--- src/rtl/pre_pkg.sv ---
// pre_pkg: shared types, constants and lookup functions for the polyline ribbon extruder
// no dependencies; imported by every rtl module of the block
`timescale 1ns / 1ps
`default_nettype none
package pre_pkg;

    localparam int MAX_POINTS_DEF = 64;

    localparam int COORD_W    = 40;
    localparam int Z_W        = 32;
    localparam int REL_W      = 32;
    localparam int CLS_W      = 3;
    localparam int IDX_W      = 6;
    localparam int CNT_W      = 7;
    localparam int CFG_IDX_W  = 3;
    localparam int CFG_DATA_W = 40;
    localparam int HW_W       = 11;
    localparam int LIFT_W     = 7;
    localparam int ST_W       = 2;

    localparam logic [CFG_IDX_W-1:0] CFG_ORIGIN_X = 3'd0;
    localparam logic [CFG_IDX_W-1:0] CFG_ORIGIN_Y = 3'd1;
    localparam logic [CFG_IDX_W-1:0] CFG_ORIGIN_Z = 3'd2;
    localparam logic [CFG_IDX_W-1:0] CFG_Z_LOW    = 3'd3;
    localparam logic [CFG_IDX_W-1:0] CFG_Z_HIGH   = 3'd4;

    localparam logic [ST_W-1:0] ST_OK    = 2'd0;
    localparam logic [ST_W-1:0] ST_NO_Z  = 2'd1;
    localparam logic [ST_W-1:0] ST_SHORT = 2'd2;
    localparam logic [ST_W-1:0] ST_OVF   = 2'd3;

    typedef struct packed {
        logic                    ok;
        logic signed [Z_W-1:0]   z;
        logic signed [REL_W-1:0] y;
        logic signed [REL_W-1:0] x;
    } pt_word_t;

    typedef struct packed {
        logic             we;
        logic [IDX_W-1:0] addr;
        pt_word_t         data;
    } mem_wr_t;

    typedef struct packed {
        logic             status_only;
        logic [ST_W-1:0]  status;
        logic [CNT_W-1:0] n;
        logic [IDX_W-1:0] fv;
        logic [CLS_W-1:0] cls;
    } job_t;

    typedef enum logic [3:0] {
        B_IDLE, B_FV, B_P0, B_P1, B_NRD, B_NCAP, B_TAN, B_NORM,
        B_SQ, B_SUM, B_SQRT, B_MUL, B_DIV, B_FIN, B_OUT
    } back_state_t;

    function automatic logic [HW_W-1:0] half_width(input logic [CLS_W-1:0] cls);
        logic [HW_W-1:0] r;
        unique case (cls)
            3'd0:    r = 11'd1408;
            3'd1:    r = 11'd1152;
            3'd2:    r = 11'd896;
            3'd3:    r = 11'd704;
            3'd4:    r = 11'd320;
            default: r = 11'd640;
        endcase
        return r;
    endfunction

    function automatic logic [LIFT_W-1:0] lift(input logic [CLS_W-1:0] cls);
        logic [LIFT_W-1:0] r;
        unique case (cls)
            3'd0:    r = 7'd90;
            3'd1:    r = 7'd90;
            3'd2:    r = 7'd82;
            3'd3:    r = 7'd77;
            3'd4:    r = 7'd38;
            default: r = 7'd77;
        endcase
        return r;
    endfunction

    function automatic logic ovf32(input logic signed [40:0] v);
        return v[40:31] != {10{v[31]}};
    endfunction

    function automatic logic signed [31:0] sat32(input logic signed [40:0] v);
        logic signed [31:0] r;
        if (!ovf32(v)) r = v[31:0];
        else if (v[40]) r = 32'sh8000_0000;
        else r = 32'sh7fff_ffff;
        return r;
    endfunction

endpackage
`default_nettype wire

--- src/rtl/pre_jobq.sv ---
// pre_jobq: two-entry job queue between loader and emitter
// depends on pre_pkg for the job type
`timescale 1ns / 1ps
`default_nettype none
module pre_jobq (
    input  wire logic    aclk,
    input  wire logic    aresetn,
    input  wire logic    push,
    input  wire pre_pkg::job_t din,
    input  wire logic    pop,
    output logic         valid,
    output pre_pkg::job_t dout
);
    import pre_pkg::*;

    job_t       q_reg [2];
    logic       wp_reg, rp_reg;
    logic [1:0] cnt_reg;
    logic       do_push, do_pop;

    assign valid   = cnt_reg != 2'd0;
    assign dout    = q_reg[rp_reg];
    assign do_push = push && (cnt_reg != 2'd2);
    assign do_pop  = pop && valid;

    always_ff @(posedge aclk) begin
        if (do_push) q_reg[wp_reg] <= din;
    end

    always_ff @(posedge aclk) begin
        if (!aresetn) begin
            wp_reg  <= 1'b0;
            rp_reg  <= 1'b0;
            cnt_reg <= 2'd0;
        end else begin
            if (do_push) wp_reg <= !wp_reg;
            if (do_pop) rp_reg <= !rp_reg;
            cnt_reg <= cnt_reg + {1'b0, do_push} - {1'b0, do_pop};
        end
    end

endmodule
`default_nettype wire

--- config.mk ---
export PLATFORM = sky130hd
export DESIGN_NAME = pre_jobq
export DESIGN_NICKNAME = d
export VERILOG_FILES = /design/src/rtl/pre_pkg.sv /design/src/rtl/pre_jobq.sv
export SDC_FILE = /design/constraint.sdc
export NUM_CORES = 1
export LEC_CHECK = 0
export ABC_AREA = 0
export BUFFER_PORTS_ARGS = -buffer_cell sky130_fd_sc_hd__clkbuf_2
export CAP_MARGIN = 15
export CORE_ASPECT_RATIO = 0.9
export CORE_MARGIN = 2
export CORE_UTILIZATION = 45
export CTS_BUF_LIST = sky130_fd_sc_hd__clkbuf_2
export DETAILED_ROUTE_END_ITERATION = 10
export PLACE_DENSITY_LB_ADDON = 0.12
export SETUP_SLACK_MARGIN = 0.4
export SYNTH_ARGS = -nofsm -noshare
export SYNTH_HDL_FRONTEND = slang
export SYNTH_SLANG_ARGS = --single-unit
export TNS_END_PERCENT = 50
--- constraint.sdc ---
create_clock -name aclk -period 3.3 [get_ports aclk]
set_input_delay 0.99 -clock aclk [delete_from_list [all_inputs] [get_ports aclk]]
set_output_delay 0.99 -clock aclk [all_outputs]
set_load 0.005 [all_outputs]
==> impl_metrics.py <==
metrics = {
    "timing": {
        "setup_viol": 0,
        "layout_min_cycle_time_ps": 2460,
        "drv_slew": 0,
        "finalHoldViolations": 0,
        "holdWs_ps": 603,
        "period_share": 0.746,
        "setup_tns_ps": 0,
        "worstMarginPinSlew_ps": 751,
        "max_freq_ghz": 0.406,
        "relSlewSlack": 0.499,
        "skew_ps": 5.64,
        "rsz0062_at_grt": "false",
    },
    "clock_network": {
        "ctsResizeCount": 0,
        "clkLatencyLatePin_ps": 370,
        "clock-root-buffer": "clkbuf_2",
        "hold_buffers": 0,
        "path_clk_slew_ps": 190,
        "cts-buffers-inserted": 5,
        "clock_sinks": 43,
        "clockBufferDepth": 2,
        "cts_tree": "done",
        "post_cts_buffers": 0,
        "htreeDepth": 2,
    },
    "logic_synthesis": {
        "syn_avg_cell_area_um2": 18.2,
        "synth_top_cell_by_area": "edfxtp_1",
        "syn_nets": 114,
        "yosysSeqAreaShare": 0.758,
        "ys_top_cells_by_area": "edfxtp_1, mux2_2, dfxtp_1, and2_1, ha_1",
        "synth_seq_cells": 43,
        "syn-instance-count": 90,
        "yosysWarningCount": 0,
        "synth_cell_types": 23,
        "netlist.area_leader.share": 0.697,
        "syn_area_mm2": 0.00164,
    },
    "floorplanning": {
        "core_mm2": 0.00343,
        "die_w_um": 67.6,
        "num_io_pins": 43,
        "initial_core_util": 0.478,
        "die_area_mm2": 0.00414,
        "die_y_um": 61.2,
        "std_cell_rows": 20,
    },
    "setup_path": {
        "crit_path_start_kind": "flip-flop",
        "cp_max_fo": 19,
        "critPathArrivalTime_ps": 1470,
        "crit_type": "reg2out",
        "endpoint_kind": "output pin",
        "worstPathCellList": "buf_4 > mux2_2 > clkbuf_2",
        "max_stage_delay_ps": 380,
        "timing.critical_path.buf_inv": 2,
        "slowest_stage": "mux2_2",
        "path_delay_family": "multiplexers",
        "critPathRequiredTime_ps": 2310,
    },
    "final_layout": {
        "area_growth_syn_to_layout_pct": 18.6,
        "nets": 163,
        "drive_above_1_share": 0.521,
        "antenna_cells": 0,
        "largest_reg_flops": 38,
    },
    "run_status": {
        "status": "completed",
    },
    "global_routing": {
        "grt_pass1_vias": 898,
        "antenna_found_initial": 0,
        "grt_max_degree": 20,
        "grt_pass1_wl_mm": 3.75,
        "overflow": 0,
        "grt_usage": 0.134,
    },
    "detailed_routing": {
        "wl_per_cell_um": 13.7,
        "via_per_inst": 4.78,
        "vias": 879,
        "ant_nets": 0,
        "firstDrtPassIters": 4,
        "wl_mm": 2.51,
        "drc": 0,
        "drt_iter0_drc": 26,
    },
    "job": {
        "max_cap_violations": 0,
    },
    "min_path": {
        "hold_class": "reg2reg",
    },
    "placement": {
        "io_buffers": 42,
        "place.gp.congestion": 0.623,
        "hpwl_mm": 1.69,
    },
    "pwr": {
        "leakage_nw": 0.767,
        "ir_drop_mv": 0.330,
        "p_per_area_mw_per_mm2": 607,
    },
}
-- placed cells by master, fill, tap and decap left out, drive strengths merged, types with 2 or more instances in the layout --
cell type,count
mux2,19
inv,2
clkbuf,49
nand2,2
nand3,2
buf,2
nor2,3
and2,3
dfxtp,5
o21ai,2
edfxtp,38
-- metrics by stage --
step           cells  worst slack, ps  power, mW  cell area [µm²]   util
5_1_grt          184              689       1.25             1940  0.566
4_1_cts          184              783       1.20             1940  0.566
3_5_place_dp     176             1070      0.983             1900  0.555
3_3_place_gp     176             1080      0.978             1900  0.555
6_report         184              837       1.18             1940  0.566
2_1_floorplan     90             1050      0.877             1640      -
-- cell type report --
| class | instances | area, µm² |
|---|---|---|
| Clock inverter | 1 | 5.00 |
| Fill cell | 284 | 1490 |
| Tap cell | 44 | 55.1 |
| Inverter | 2 | 7.51 |
| Clock buffer | 7 | 35.0 |
| Multi-Input combinational cell | 43 | 373 |
| Sequential cell | 43 | 1240 |
| Timing Repair Buffer | 44 | 225 |
-- worst reg2reg max path, stage by stage (launching register included) --
cell      delay [ps]
dfxtp_1          470
nand2b_1         190
nand3_1          110
inv_1            560
-- path summary, 6_finish.rpt --
kind / from / endpoint / slack (ps) / cells past startpoint
max: flip-flop / dout[5] / 840 / 3
min reg2reg: wp_reg / wp_reg / 600 / 3
min: wp_reg / wp_reg / 600 / 3
max reg2reg: cnt_reg[0] / q_reg[0][8] / 1630 / 3
-- layer usage --
metal	wire length [µm]	vias up	global-route usage	part of all wire
met5	0	-	0	0
met4	29	0	0.0612	0.012
met3	167	4	0.0658	0.066
met2	1220	25	0.221	0.48
met1	1100	416	0.146	0.44
li1	-	434	-	-
-- report_power, final --
group | internal [mW] | total (mW) | switching [mW]
Sequential | 0.663 | 0.687 | 0.0245
Combinational | 0.149 | 0.277 | 0.128
Clock | 0.0580 | 0.213 | 0.155
-- cells in the mapped netlist --
| cell | instances |
|---|---|
| a21boi_0 | 1 |
| and2_1 | 3 |
| buf_4 | 1 |
| a21bo_1 | 1 |
| nor2_1 | 3 |
| dfxtp_1 | 5 |
| a211oi_1 | 1 |
| or2b_1 | 1 |
| nor2b_1 | 1 |
| ha_1 | 1 |
| nand3_1 | 2 |
| nand2_1 | 2 |
| o21ai_0 | 2 |
| mux2i_1 | 1 |
| or2_2 | 1 |
| a32oi_1 | 1 |
| buf_6 | 1 |
| inv_1 | 2 |
| mux2_2 | 19 |
| edfxtp_1 | 38 |
| nand2b_1 | 1 |
| a21o_1 | 1 |
| xnor2_1 | 1 |
-- kinds of logic (layout without fill, tap and decap cells) --
family,count (synthesis),after routing,share of synthesized area
mux,20,20,0.137
simple gates,14,14,0.0451
flops,43,43,0.758
compound gates,7,7,0.0313
xor+xnor,1,1,0.00535
buf+inv,4,54,0.0160
fa+ha+maj,1,1,0.00764
(Power assumes the default switching activity.)
