==> src/rtl/pre_pkg.sv <==
// pre_pkg: shared types, constants and lookup functions for the polyline ribbon extruder
// no dependencies; imported by every rtl module of the block
`timescale 1ns / 1ps
`default_nettype none
package pre_pkg;

    localparam int MAX_POINTS_DEF = 64;

    localparam int COORD_W    = 40;
    localparam int Z_W        = 32;
    localparam int REL_W      = 32;
    localparam int CLS_W      = 3;
    localparam int IDX_W      = 6;
    localparam int CNT_W      = 7;
    localparam int CFG_IDX_W  = 3;
    localparam int CFG_DATA_W = 40;
    localparam int HW_W       = 11;
    localparam int LIFT_W     = 7;
    localparam int ST_W       = 2;

    localparam logic [CFG_IDX_W-1:0] CFG_ORIGIN_X = 3'd0;
    localparam logic [CFG_IDX_W-1:0] CFG_ORIGIN_Y = 3'd1;
    localparam logic [CFG_IDX_W-1:0] CFG_ORIGIN_Z = 3'd2;
    localparam logic [CFG_IDX_W-1:0] CFG_Z_LOW    = 3'd3;
    localparam logic [CFG_IDX_W-1:0] CFG_Z_HIGH   = 3'd4;

    localparam logic [ST_W-1:0] ST_OK    = 2'd0;
    localparam logic [ST_W-1:0] ST_NO_Z  = 2'd1;
    localparam logic [ST_W-1:0] ST_SHORT = 2'd2;
    localparam logic [ST_W-1:0] ST_OVF   = 2'd3;

    typedef struct packed {
        logic                    ok;
        logic signed [Z_W-1:0]   z;
        logic signed [REL_W-1:0] y;
        logic signed [REL_W-1:0] x;
    } pt_word_t;

    typedef struct packed {
        logic             we;
        logic [IDX_W-1:0] addr;
        pt_word_t         data;
    } mem_wr_t;

    typedef struct packed {
        logic             status_only;
        logic [ST_W-1:0]  status;
        logic [CNT_W-1:0] n;
        logic [IDX_W-1:0] fv;
        logic [CLS_W-1:0] cls;
    } job_t;

    typedef enum logic [3:0] {
        B_IDLE, B_FV, B_P0, B_P1, B_NRD, B_NCAP, B_TAN, B_NORM,
        B_SQ, B_SUM, B_SQRT, B_MUL, B_DIV, B_FIN, B_OUT
    } back_state_t;

    function automatic logic [HW_W-1:0] half_width(input logic [CLS_W-1:0] cls);
        logic [HW_W-1:0] r;
        unique case (cls)
            3'd0:    r = 11'd1408;
            3'd1:    r = 11'd1152;
            3'd2:    r = 11'd896;
            3'd3:    r = 11'd704;
            3'd4:    r = 11'd320;
            default: r = 11'd640;
        endcase
        return r;
    endfunction

    function automatic logic [LIFT_W-1:0] lift(input logic [CLS_W-1:0] cls);
        logic [LIFT_W-1:0] r;
        unique case (cls)
            3'd0:    r = 7'd90;
            3'd1:    r = 7'd90;
            3'd2:    r = 7'd82;
            3'd3:    r = 7'd77;
            3'd4:    r = 7'd38;
            default: r = 7'd77;
        endcase
        return r;
    endfunction

    function automatic logic ovf32(input logic signed [40:0] v);
        return v[40:31] != {10{v[31]}};
    endfunction

    function automatic logic signed [31:0] sat32(input logic signed [40:0] v);
        logic signed [31:0] r;
        if (!ovf32(v)) r = v[31:0];
        else if (v[40]) r = 32'sh8000_0000;
        else r = 32'sh7fff_ffff;
        return r;
    endfunction

endpackage
`default_nettype wire

==> src/rtl/pre_front.sv <==
// pre_front: configuration registers and point loader, classifies each road into a job
// depends on pre_pkg; writes the point store in pre_back and pushes jobs to pre_jobq
`timescale 1ns / 1ps
`default_nettype none
module pre_front #(
    parameter int MAX_POINTS = pre_pkg::MAX_POINTS_DEF
) (
    input  wire logic                            aclk,
    input  wire logic                            aresetn,
    input  wire logic                            cfg_valid,
    output logic                                 cfg_ready,
    input  wire logic [pre_pkg::CFG_IDX_W-1:0]   cfg_index,
    input  wire logic [pre_pkg::CFG_DATA_W-1:0]  cfg_data,
    input  wire logic                            s_tvalid,
    output logic                                 s_tready,
    input  wire logic [111:0]                    s_tdata,
    input  wire logic [pre_pkg::CLS_W-1:0]       s_tuser,
    input  wire logic                            s_tlast,
    input  wire logic                            hold,
    output pre_pkg::mem_wr_t                     mem_wr,
    output logic                                 job_push,
    output pre_pkg::job_t                        job,
    output logic signed [pre_pkg::Z_W-1:0]       origin_z
);
    import pre_pkg::*;

    logic signed [COORD_W-1:0] ox_reg, oy_reg;
    logic signed [Z_W-1:0]     oz_reg, zlo_reg, zhi_reg;
    logic [CNT_W-1:0]          cnt_reg;
    logic [IDX_W-1:0]          fv_reg;
    logic                      found_reg, ovf_reg;

    logic signed [COORD_W-1:0] px, py;
    logic signed [Z_W-1:0]     pz;
    logic signed [40:0]        rx, ry;
    logic                      acc, room, hit, ok;
    logic [CNT_W-1:0]          n_now;
    logic                      found_now, ovf_now;
    logic [IDX_W-1:0]          fv_now;

    assign cfg_ready = 1'b1;
    assign s_tready  = !hold;
    assign acc       = s_tvalid && s_tready;
    assign origin_z  = oz_reg;

    assign px   = $signed(s_tdata[39:0]);
    assign py   = $signed(s_tdata[79:40]);
    assign pz   = $signed(s_tdata[111:80]);
    assign rx   = 41'(px) - 41'(ox_reg);
    assign ry   = 41'(py) - 41'(oy_reg);
    assign hit  = ovf32(rx) || ovf32(ry);
    assign ok   = (pz > zlo_reg) && (pz < zhi_reg);
    assign room = cnt_reg < CNT_W'(MAX_POINTS);

    assign n_now     = room ? cnt_reg + 1'b1 : cnt_reg;
    assign found_now = found_reg || (room && ok);
    assign fv_now    = found_reg ? fv_reg : cnt_reg[IDX_W-1:0];
    assign ovf_now   = ovf_reg || !room || hit;

    always_comb begin
        mem_wr.we     = acc && room;
        mem_wr.addr   = cnt_reg[IDX_W-1:0];
        mem_wr.data.x = sat32(rx);
        mem_wr.data.y = sat32(ry);
        mem_wr.data.z = pz;
        mem_wr.data.ok = ok;
        job_push        = acc && s_tlast;
        job.n           = n_now;
        job.fv          = fv_now;
        job.cls         = s_tuser;
        job.status_only = (n_now < CNT_W'(2)) || !found_now;
        if (n_now < CNT_W'(2)) job.status = ST_SHORT;
        else if (!found_now) job.status = ST_NO_Z;
        else if (ovf_now) job.status = ST_OVF;
        else job.status = ST_OK;
    end

    always_ff @(posedge aclk) begin
        if (!aresetn) begin
            ox_reg  <= '0;
            oy_reg  <= '0;
            oz_reg  <= '0;
            zlo_reg <= -32'sd128000;
            zhi_reg <= 32'sd2304000;
        end else if (cfg_valid && cfg_ready) begin
            unique case (cfg_index)
                CFG_ORIGIN_X: ox_reg  <= $signed(cfg_data);
                CFG_ORIGIN_Y: oy_reg  <= $signed(cfg_data);
                CFG_ORIGIN_Z: oz_reg  <= $signed(cfg_data[31:0]);
                CFG_Z_LOW:    zlo_reg <= $signed(cfg_data[31:0]);
                CFG_Z_HIGH:   zhi_reg <= $signed(cfg_data[31:0]);
                default: ;
            endcase
        end
    end

    always_ff @(posedge aclk) begin
        if (!aresetn) begin
            cnt_reg   <= '0;
            fv_reg    <= '0;
            found_reg <= 1'b0;
            ovf_reg   <= 1'b0;
        end else if (acc) begin
            if (s_tlast) begin
                cnt_reg   <= '0;
                found_reg <= 1'b0;
                ovf_reg   <= 1'b0;
            end else begin
                cnt_reg   <= n_now;
                found_reg <= found_now;
                fv_reg    <= fv_now;
                ovf_reg   <= ovf_now;
            end
        end
    end

endmodule
`default_nettype wire

==> config.mk <==
export PLATFORM = sky130hd
export DESIGN_NAME = pre_front
export DESIGN_NICKNAME = d
export VERILOG_FILES = /design/src/rtl/pre_pkg.sv /design/src/rtl/pre_front.sv
export SDC_FILE = /design/constraint.sdc
export NUM_CORES = 1
export LEC_CHECK = 0
export ABC_AREA = 1
export BUFFER_PORTS_ARGS = -buffer_cell sky130_fd_sc_hd__buf_4
export CORE_AREA = 5 5 193 213
export CTS_CLUSTER_SIZE = 40
export DETAILED_ROUTE_END_ITERATION = 8
export DIE_AREA = 0 0 198 218
export SYNTH_ARGS = -nofsm -noshare
export SYNTH_HDL_FRONTEND = slang
export SYNTH_SLANG_ARGS = --single-unit
==> constraint.sdc <==
create_clock -name aclk -period 8.5 [get_ports aclk]
set_clock_uncertainty 0.1 [all_clocks]
set_input_delay 2.125 -clock aclk [delete_from_list [all_inputs] [get_ports aclk]]
set_output_delay 2.125 -clock aclk [all_outputs]
set_load 0.005 [all_outputs]
==> results of run 1 <==
## logic make-up (layout without fill, tap and decap cells)
group                      Yosys count  after routing  share of synthesized area [%]
DFF                                191            191                           25.1
and+or+nand+nor                    956            956                           25.7
xor gates and xnor gates            60             60                           3.45
adders and majority gates          146            146                           12.1
AOI/OAI and AO/OA                  577            577                           19.9
buffers and inverters              506            745                           13.8
other                                1              2                         0.0246
## worst max-delay path: cells and delay by family
kind                     cells  cell delay (ns)
AND/OR/NAND/NOR             13             2.53
AO/OA/AOI/OAI                1             0.21
adder cells (fa/ha/maj)      1             0.41
buffers and inverters        3             0.53
## where the power goes
part | total (mW) | switching (mW) | internal, mW
combinational | 0.841 | 0.503 | 0.338
sequential | 0.934 | 0.00993 | 0.924
clock | 0.847 | 0.394 | 0.454
total | 2.62 | 0.907 | 1.72
## stage by stage
step	total power [mW]	worst slack [ns]	utilization, %
2_1_floorplan	1.46	1.92	-
3_3_place_gp	1.79	0.681	45.5
3_5_place_dp	1.79	0.555	45.5
4_1_cts	2.65	0.547	47.1
5_1_grt	2.78	0.119	47.2
6_report	2.62	0.462	47.2
## cells in the mapped netlist, types with 10 or more instances
master	instances
nand2_1	573
inv_1	388
o21ai_0	254
a21oi_1	251
nor2_1	226
dfxtp_1	191
ha_1	144
nand3_1	75
clkbuf_1	59
buf_4	44
xnor2_1	33
xor2_1	27
nand2_2	18
nand4_1	17
a31oi_1	15
o21ai_2	12
nor3_1	11
o21ai_1	11
o21bai_1	11
nor2_2	10
## area by class of cell
| cell class | instances | area, um^2 |
|---|---|---|
| repair buffers | 321 | 2430 |
| flip-flops and latches | 191 | 3820 |
| clock inverters | 13 | 171 |
| inverters | 393 | 1480 |
| well taps | 507 | 634 |
| diodes | 1 | 2.50 |
| clock buffers | 18 | 439 |
| multi-input cells | 1740 | 9340 |
| fillers | 4219 | 20500 |
## metal layers
layer | up-vias | share of wire (%)
li1 | 8239 | -
met1 | 7305 | 45
met2 | 429 | 47
met3 | 70 | 5.0
met4 | 0 | 3.0
met5 | - | 0
## how the worst min path moves through the flow
stage,cells after the start,slack [ns],endpoint,start
after floorplan,2,0.32,fv_reg[1],fv_reg[1]
after global placement,2,0.34,fv_reg[1],fv_reg[1]
after detailed placement,2,0.35,zhi_reg[2],zhi_reg[2]
after CTS,2,0.36,fv_reg[1],fv_reg[1]
after global routing,2,0.37,oy_reg[16],oy_reg[16]
final,2,0.36,ox_reg[28],ox_reg[28]
==> metrics.md, run 1 <==
| Metric | Value |
|---|---|
| Vias in the first global route | 15,290 |
| Critical Path Start | s_tdata[34] |
| HP Class | reg -> reg |
| Commonest non-fill, non-tap cell in the layout | nand2_1 |
| Crit path top cell by count | nand2_1 |
| Worst Setup End Kind | primary output |
| Final Max Slew Viols | 0 |
| Max-cap violations | 0 |
| Top FF cell, synth | dfxtp_1 |
| Post-Syn Area | 0.0153 mm^2 |
| Minimum clock period | 8.04 ns |
| Final setup vio count | 0 |
| Sequential fraction of the synthesis area | 25.1% |
| Final Net Count | 2,974 |
| Routed vias/inst | 5.04 |
| PortBufs | 314 |
| Post-CTS Hold Buffers | 0 |
| Drt first pass iters | 7 |
| Largest stage delay on the critical path | 0.58 ns |
| Leading post-synthesis cells by cell area | dfxtp_1, nand2_1, ha_1 |
| Synth Warn # | 0 |
| Grt met3 use | 3.40% |
| Total core area | 0.0388 mm^2 |
| P_leak | 9.08 nW |
| Detail Route Antenna Nets | 0 |
| Reg clk slew, reported paths | 0.07 ns |
| M1 GR Usage | 31.8% |
| Initial antenna violation count | 0 |
| Initial DRC Count | 832 |
| Fin cells | 3,184 |
| TritonCTS clock tree | done |
| Avg Cell Area, Syn | 6.26 um^2 |
| Hold Vio Cnt, Final | 0 |
| Worst Path Max Fanout | 31 |
| Worst-Margin Slew | 1.16 ns |
| Cts repair resizes | 0 |
| RePlAce Congestion | 1.01 |
| Net count after synthesis | 2,747 |
| Area leader, netlist | dfxtp_1 |
| Worst r2r src | oy_reg[0] |
| Die width | 198 um |
| Area Overhead vs Synth | 20.1% |
| Worst EP required | 6.28 ns |
| Via count | 16,043 |
| Global-route wire length before repair | 82,700 um |
| Arr. time, crit path | 5.81 ns |
| Post-synthesis cell type count | 44 |
| Global-route usage over all layers | 24.4% |
| Cell Area, Placed | 0.0177 mm^2 |
| FF+latch count, synth | 191 |
| Gate Count Post-Synth | 2,437 |
| Power density cells | 143 mW/mm^2 |
| Post-synth EDFFs | 0 |
| Unrepaired setup endpoints after global routing | false |
| I/O pins | 322 |
| Setup_tns | 0 ns |
| CTS sink cnt | 191 |
| Slew margin rel. | 22.6% |
| Post CTS Setup Buffer Count | 0 |
| Hpwl dp | 45,200 um |
| Fin area | 0.0183 mm^2 |
| Initial core utilization | 39.3% |
| Worst path cell trace | buf_4 -> ha_1 -> nand2_1 -> nor2_1 -> nand2_1 -> nor2_1 -> nand3_1 -> nand3_1 -> nand2_1 -> nand2_1 -> nand3_1 -> nand2_1 -> nand3_1 -> nor2_2 -> inv_2 -> nand2_1 -> o21ai_0 -> buf_4 |
| Startpoint Class | primary input |
| Worst setup path category | in -> out |
| Post-synth top area share | 25.1% |
| Worst-case reg-to-reg path depth | 18 |
| CTS H-tree depth | 4 |
| Residual DRC | 0 |
| Peak VDD IR | 152 uV |
| Die H | 218 um |
| Worst skew pair latency | 0.46 ns |
| Grt peak-use layer | met2 |
| Placed cells | 3,151 |
| GR Overflow Total | 0 |
| Worst hold margin | 0.360 ns |
| Async SR Flop Fraction | 0% |
| Max Freq | 124 MHz |
| Avg WL per Cell | 17.1 um |
| Root Driver | clkbuf_16 |
| Reg-to-reg slack, setup | 4.60 ns |
| Clock Path Buffers | 2 |
| M2 GR Usage | 41.3% |
| Status | finished clean |
| Largest net degree at the start of global routing | 90 |
| Worst setup path endpoint | mem_wr[6] |
| TritonCTS buffer count | 17 |
| Critical path's slowest cell | nand2_1 |
| Fin crit share | 94.6% |
| Most frequent cells in the layout | nand2_1, inv_1, buf_4 |
| Reg-to-reg endpoint | ovf_reg |
| Routed wire length | 54,300 um |
| Die ar. | 0.0432 mm^2 |
| Row cnt | 76 |
| Fraction of layout cells with a size suffix above 1 | 15.3% |
(Power assumes the default switching activity.)
==> inputs of run 2 (changes only) <==
==> constraint.sdc (replaced) <==
create_clock -name aclk -period 8.5 [get_ports aclk]
set_clock_uncertainty 0.1 [all_clocks]
set_input_delay 0.425 -clock aclk [delete_from_list [all_inputs] [get_ports aclk]]
set_output_delay 0.425 -clock aclk [all_outputs]
set_load 0.005 [all_outputs]
==> run 2 against run 1 <==
Non-clock buffer count down 1. Routed wire length down 0.16%. Flip-flop and latch count unchanged. Combinational power about the same.
==> metrics.md, run 2 (same netlist as run 1, synthesis figures left out) <==
| Metric | Value |
|---|---|
| Final Net Count | 2,973 (-0.034%) |
| Setup ws final | 2.98 ns (+2.51 ns) |
| CTS H-tree depth | 4 (unchanged) |
| Buf/Inv on CP | 3 (unchanged) |
| Crit path top cell by count | nand2_1 |
| Slew margin rel. | 20.4% (-2.3 points) |
| Worst Path Max Fanout | 31 (unchanged) |
| Fin cells | 3,184 (unchanged) |
| Largest stage delay on the critical path | 0.58 ns (about the same) |
| Residual DRC | 0 (unchanged) |
| Hold Vio Cnt, Final | 0 (unchanged) |
| Post-CTS Hold Buffers | 0 (unchanged) |
| Total power | 2.65 mW (+0.94%) |
| Grt met3 use | 3.38% (-0.015 points) |
| Status | finished clean |
| Startpoint Class | register |
| Die width | 198 um (unchanged) |
| Fin crit share | 65.0% (-30 points) |
| Multi-input logic area | 0.00934 mm^2 (unchanged) |
| Post CTS Setup Buffer Count | 0 (unchanged) |
| Reg-to-reg endpoint | ovf_reg |
| Max-cap violations | 0 (unchanged) |
| Cts repair resizes | 0 (unchanged) |
| Root Driver | clkbuf_16 |
| Hold path depth | 3 (+1) |
| Setup_tns | 0 ns (unchanged) |
| P_leak | 9.08 nW (about the same) |
| Fin area | 0.0183 mm^2 (about the same) |
| RePlAce Congestion | 0.990 (-2.0%) |
| Fill cells | 4,103 (-2.7%) |
| Worst EP required | 7.98 ns (+1.70 ns) |
| Initial DRC Count | 1,037 (+25%) |
| CTS sink cnt | 191 (unchanged) |
| Row cnt | 76 (unchanged) |
| Die H | 218 um (unchanged) |
| Dpl ws | 3.47 ns (+2.91 ns) |
| Total core area | 0.0388 mm^2 (unchanged) |
| Worst setup path category | reg -> out |
| Die ar. | 0.0432 mm^2 (unchanged) |
| Worst path cell trace | ha_1 -> inv_1 -> fa_1 -> nand2_1 -> nand3_1 -> and2_1 -> nand4_1 -> nand3_1 -> nand2_1 -> nand2_1 -> nand2_1 -> nand2_1 -> o21ai_1 -> nand3_1 -> nor2_2 -> inv_2 -> nand2_2 -> o21ai_0 -> buf_4 |
| TritonCTS buffer count | 17 (unchanged) |
| Routed vias/inst | 5.05 (+0.32%) |
| Routed wire length | 54,200 um (-0.16%) |
| Global-route wire length before repair | 83,300 um (+0.74%) |
| Final setup vio count | 0 (unchanged) |
| Worst hold margin | 0.132 ns (-0.229 ns) |
| Register area | 0.00382 mm^2 (unchanged) |
| Util after Layout | 47.2% (about the same) |
| I/O pins | 322 (unchanged) |
| Worst Setup End Kind | primary output |
| Largest net degree at the start of global routing | 88 (-2.2%) |
| Most frequent cells in the layout | nand2_1, inv_1, buf_4 |
| Area Overhead vs Synth | 20.1% (about the same) |
| Reg-to-reg slack, setup | 4.57 ns (-0.03 ns) |
| Hold worst-path end | zlo_reg[0] |
| Peak VDD IR | 139 uV (-8.3%) |
| Initial core utilization | 39.3% (unchanged) |
| Unrepaired setup endpoints after global routing | false |
| Worst-Margin Slew | 1.19 ns (+0.0338 ns) |
| HP Class | in -> reg |
| Arr. time, crit path | 5.00 ns (-0.81 ns) |
| M1 GR Usage | 31.6% (-0.21 points) |
| PortBufs | 314 (unchanged) |
| Clock Path Buffers | 2 (unchanged) |
| Fraction of layout cells with a size suffix above 1 | 15.3% (unchanged) |
| Reg clk slew, reported paths | 0.08 ns (about the same) |
| Placed cells | 3,151 (unchanged) |
| Worst skew pair latency | 0.46 ns (about the same) |
| Max Freq | 181 MHz (+45%) |
| Minimum clock period | 5.52 ns (-2.51 ns) |
| Worst r2r src | oy_reg[0] |
| Commonest non-fill, non-tap cell in the layout | nand2_1 |
| HP Start | cfg_data[0] |
| Final Max Slew Viols | 0 (unchanged) |
| Global-route usage over all layers | 24.4% (+0.064 points) |
| Drt first pass iters | 5 (-2) |
| Hpwl dp | 45,200 um (about the same) |
| Cell Area, Placed | 0.0177 mm^2 (unchanged) |
| Worst-case reg-to-reg path depth | 18 (unchanged) |
| Initial antenna violation count | 2 (+2) |
| Avg WL per Cell | 17.0 um (-0.16%) |
| Vias in the first global route | 15,444 (+1.0%) |
| M2 GR Usage | 40.9% (-0.39 points) |
| Grt peak-use layer | met2 |
| Power density cells | 145 mW/mm^2 (+0.93%) |
| TritonCTS clock tree | done |
| Detail Route Antenna Nets | 0 (unchanged) |
| Via count | 16,095 (+0.32%) |
| Critical path's slowest cell | nand2_2 |
| GR Overflow Total | 0 (unchanged) |
| Critical path's top delay family | simple AND/OR/NAND/NOR gates |
[run 2: metal layers]
layer	part of all wire [%]	vias up
li1	-	8240
met1	44	7336
met2	47	434
met3	5.5	85
met4	3.9	0
met5	0	-
[run 2: worst max-delay path by stage]
stage	startpoint	end	slack, ns	depth (start not counted)
after detailed placement	s_tdata[40]	mem_wr[41]	3.47	24
after global routing	oy_reg[0]	mem_wr[40]	2.66	22
after global placement	s_tdata[40]	mem_wr[41]	3.63	24
final	oy_reg[0]	mem_wr[41]	2.98	19
after floorplan	s_tdata[40]	mem_wr[53]	5.32	23
after CTS	oy_reg[0]	mem_wr[41]	2.97	22
[run 2: cell type report]
class / instances / share of cell area [%]
multi-input combinational: 1740 / 51.0
sequential: 191 / 20.9
timing repair buffer: 320 / 13.1
inverter: 393 / 8.05
tap: 507 / 3.46
clock buffer: 19 / 2.47
clock inverter: 13 / 1.02
antenna: 1 / 0.0137
[run 2: power breakdown]
group / internal [mW] / switching, mW / total, mW / leakage [nW]
clock: 0.490 / 0.380 / 0.870 / 0.308
combinational: 0.338 / 0.505 / 0.843 / 7.22
sequential: 0.924 / 0.00999 / 0.934 / 1.55
total: 1.75 / 0.896 / 2.65 / 9.08
[run 2: worst register-to-register path, delay by kind of cell (launching register included)]
family,cells,cell delay [ns]
flip-flops,1,0.52
AO/OA/AOI/OAI,2,0.19
AND/OR/NAND/NOR,13,2.16
buffers and inverters,1,0.08
adder cells (fa/ha/maj),2,0.73
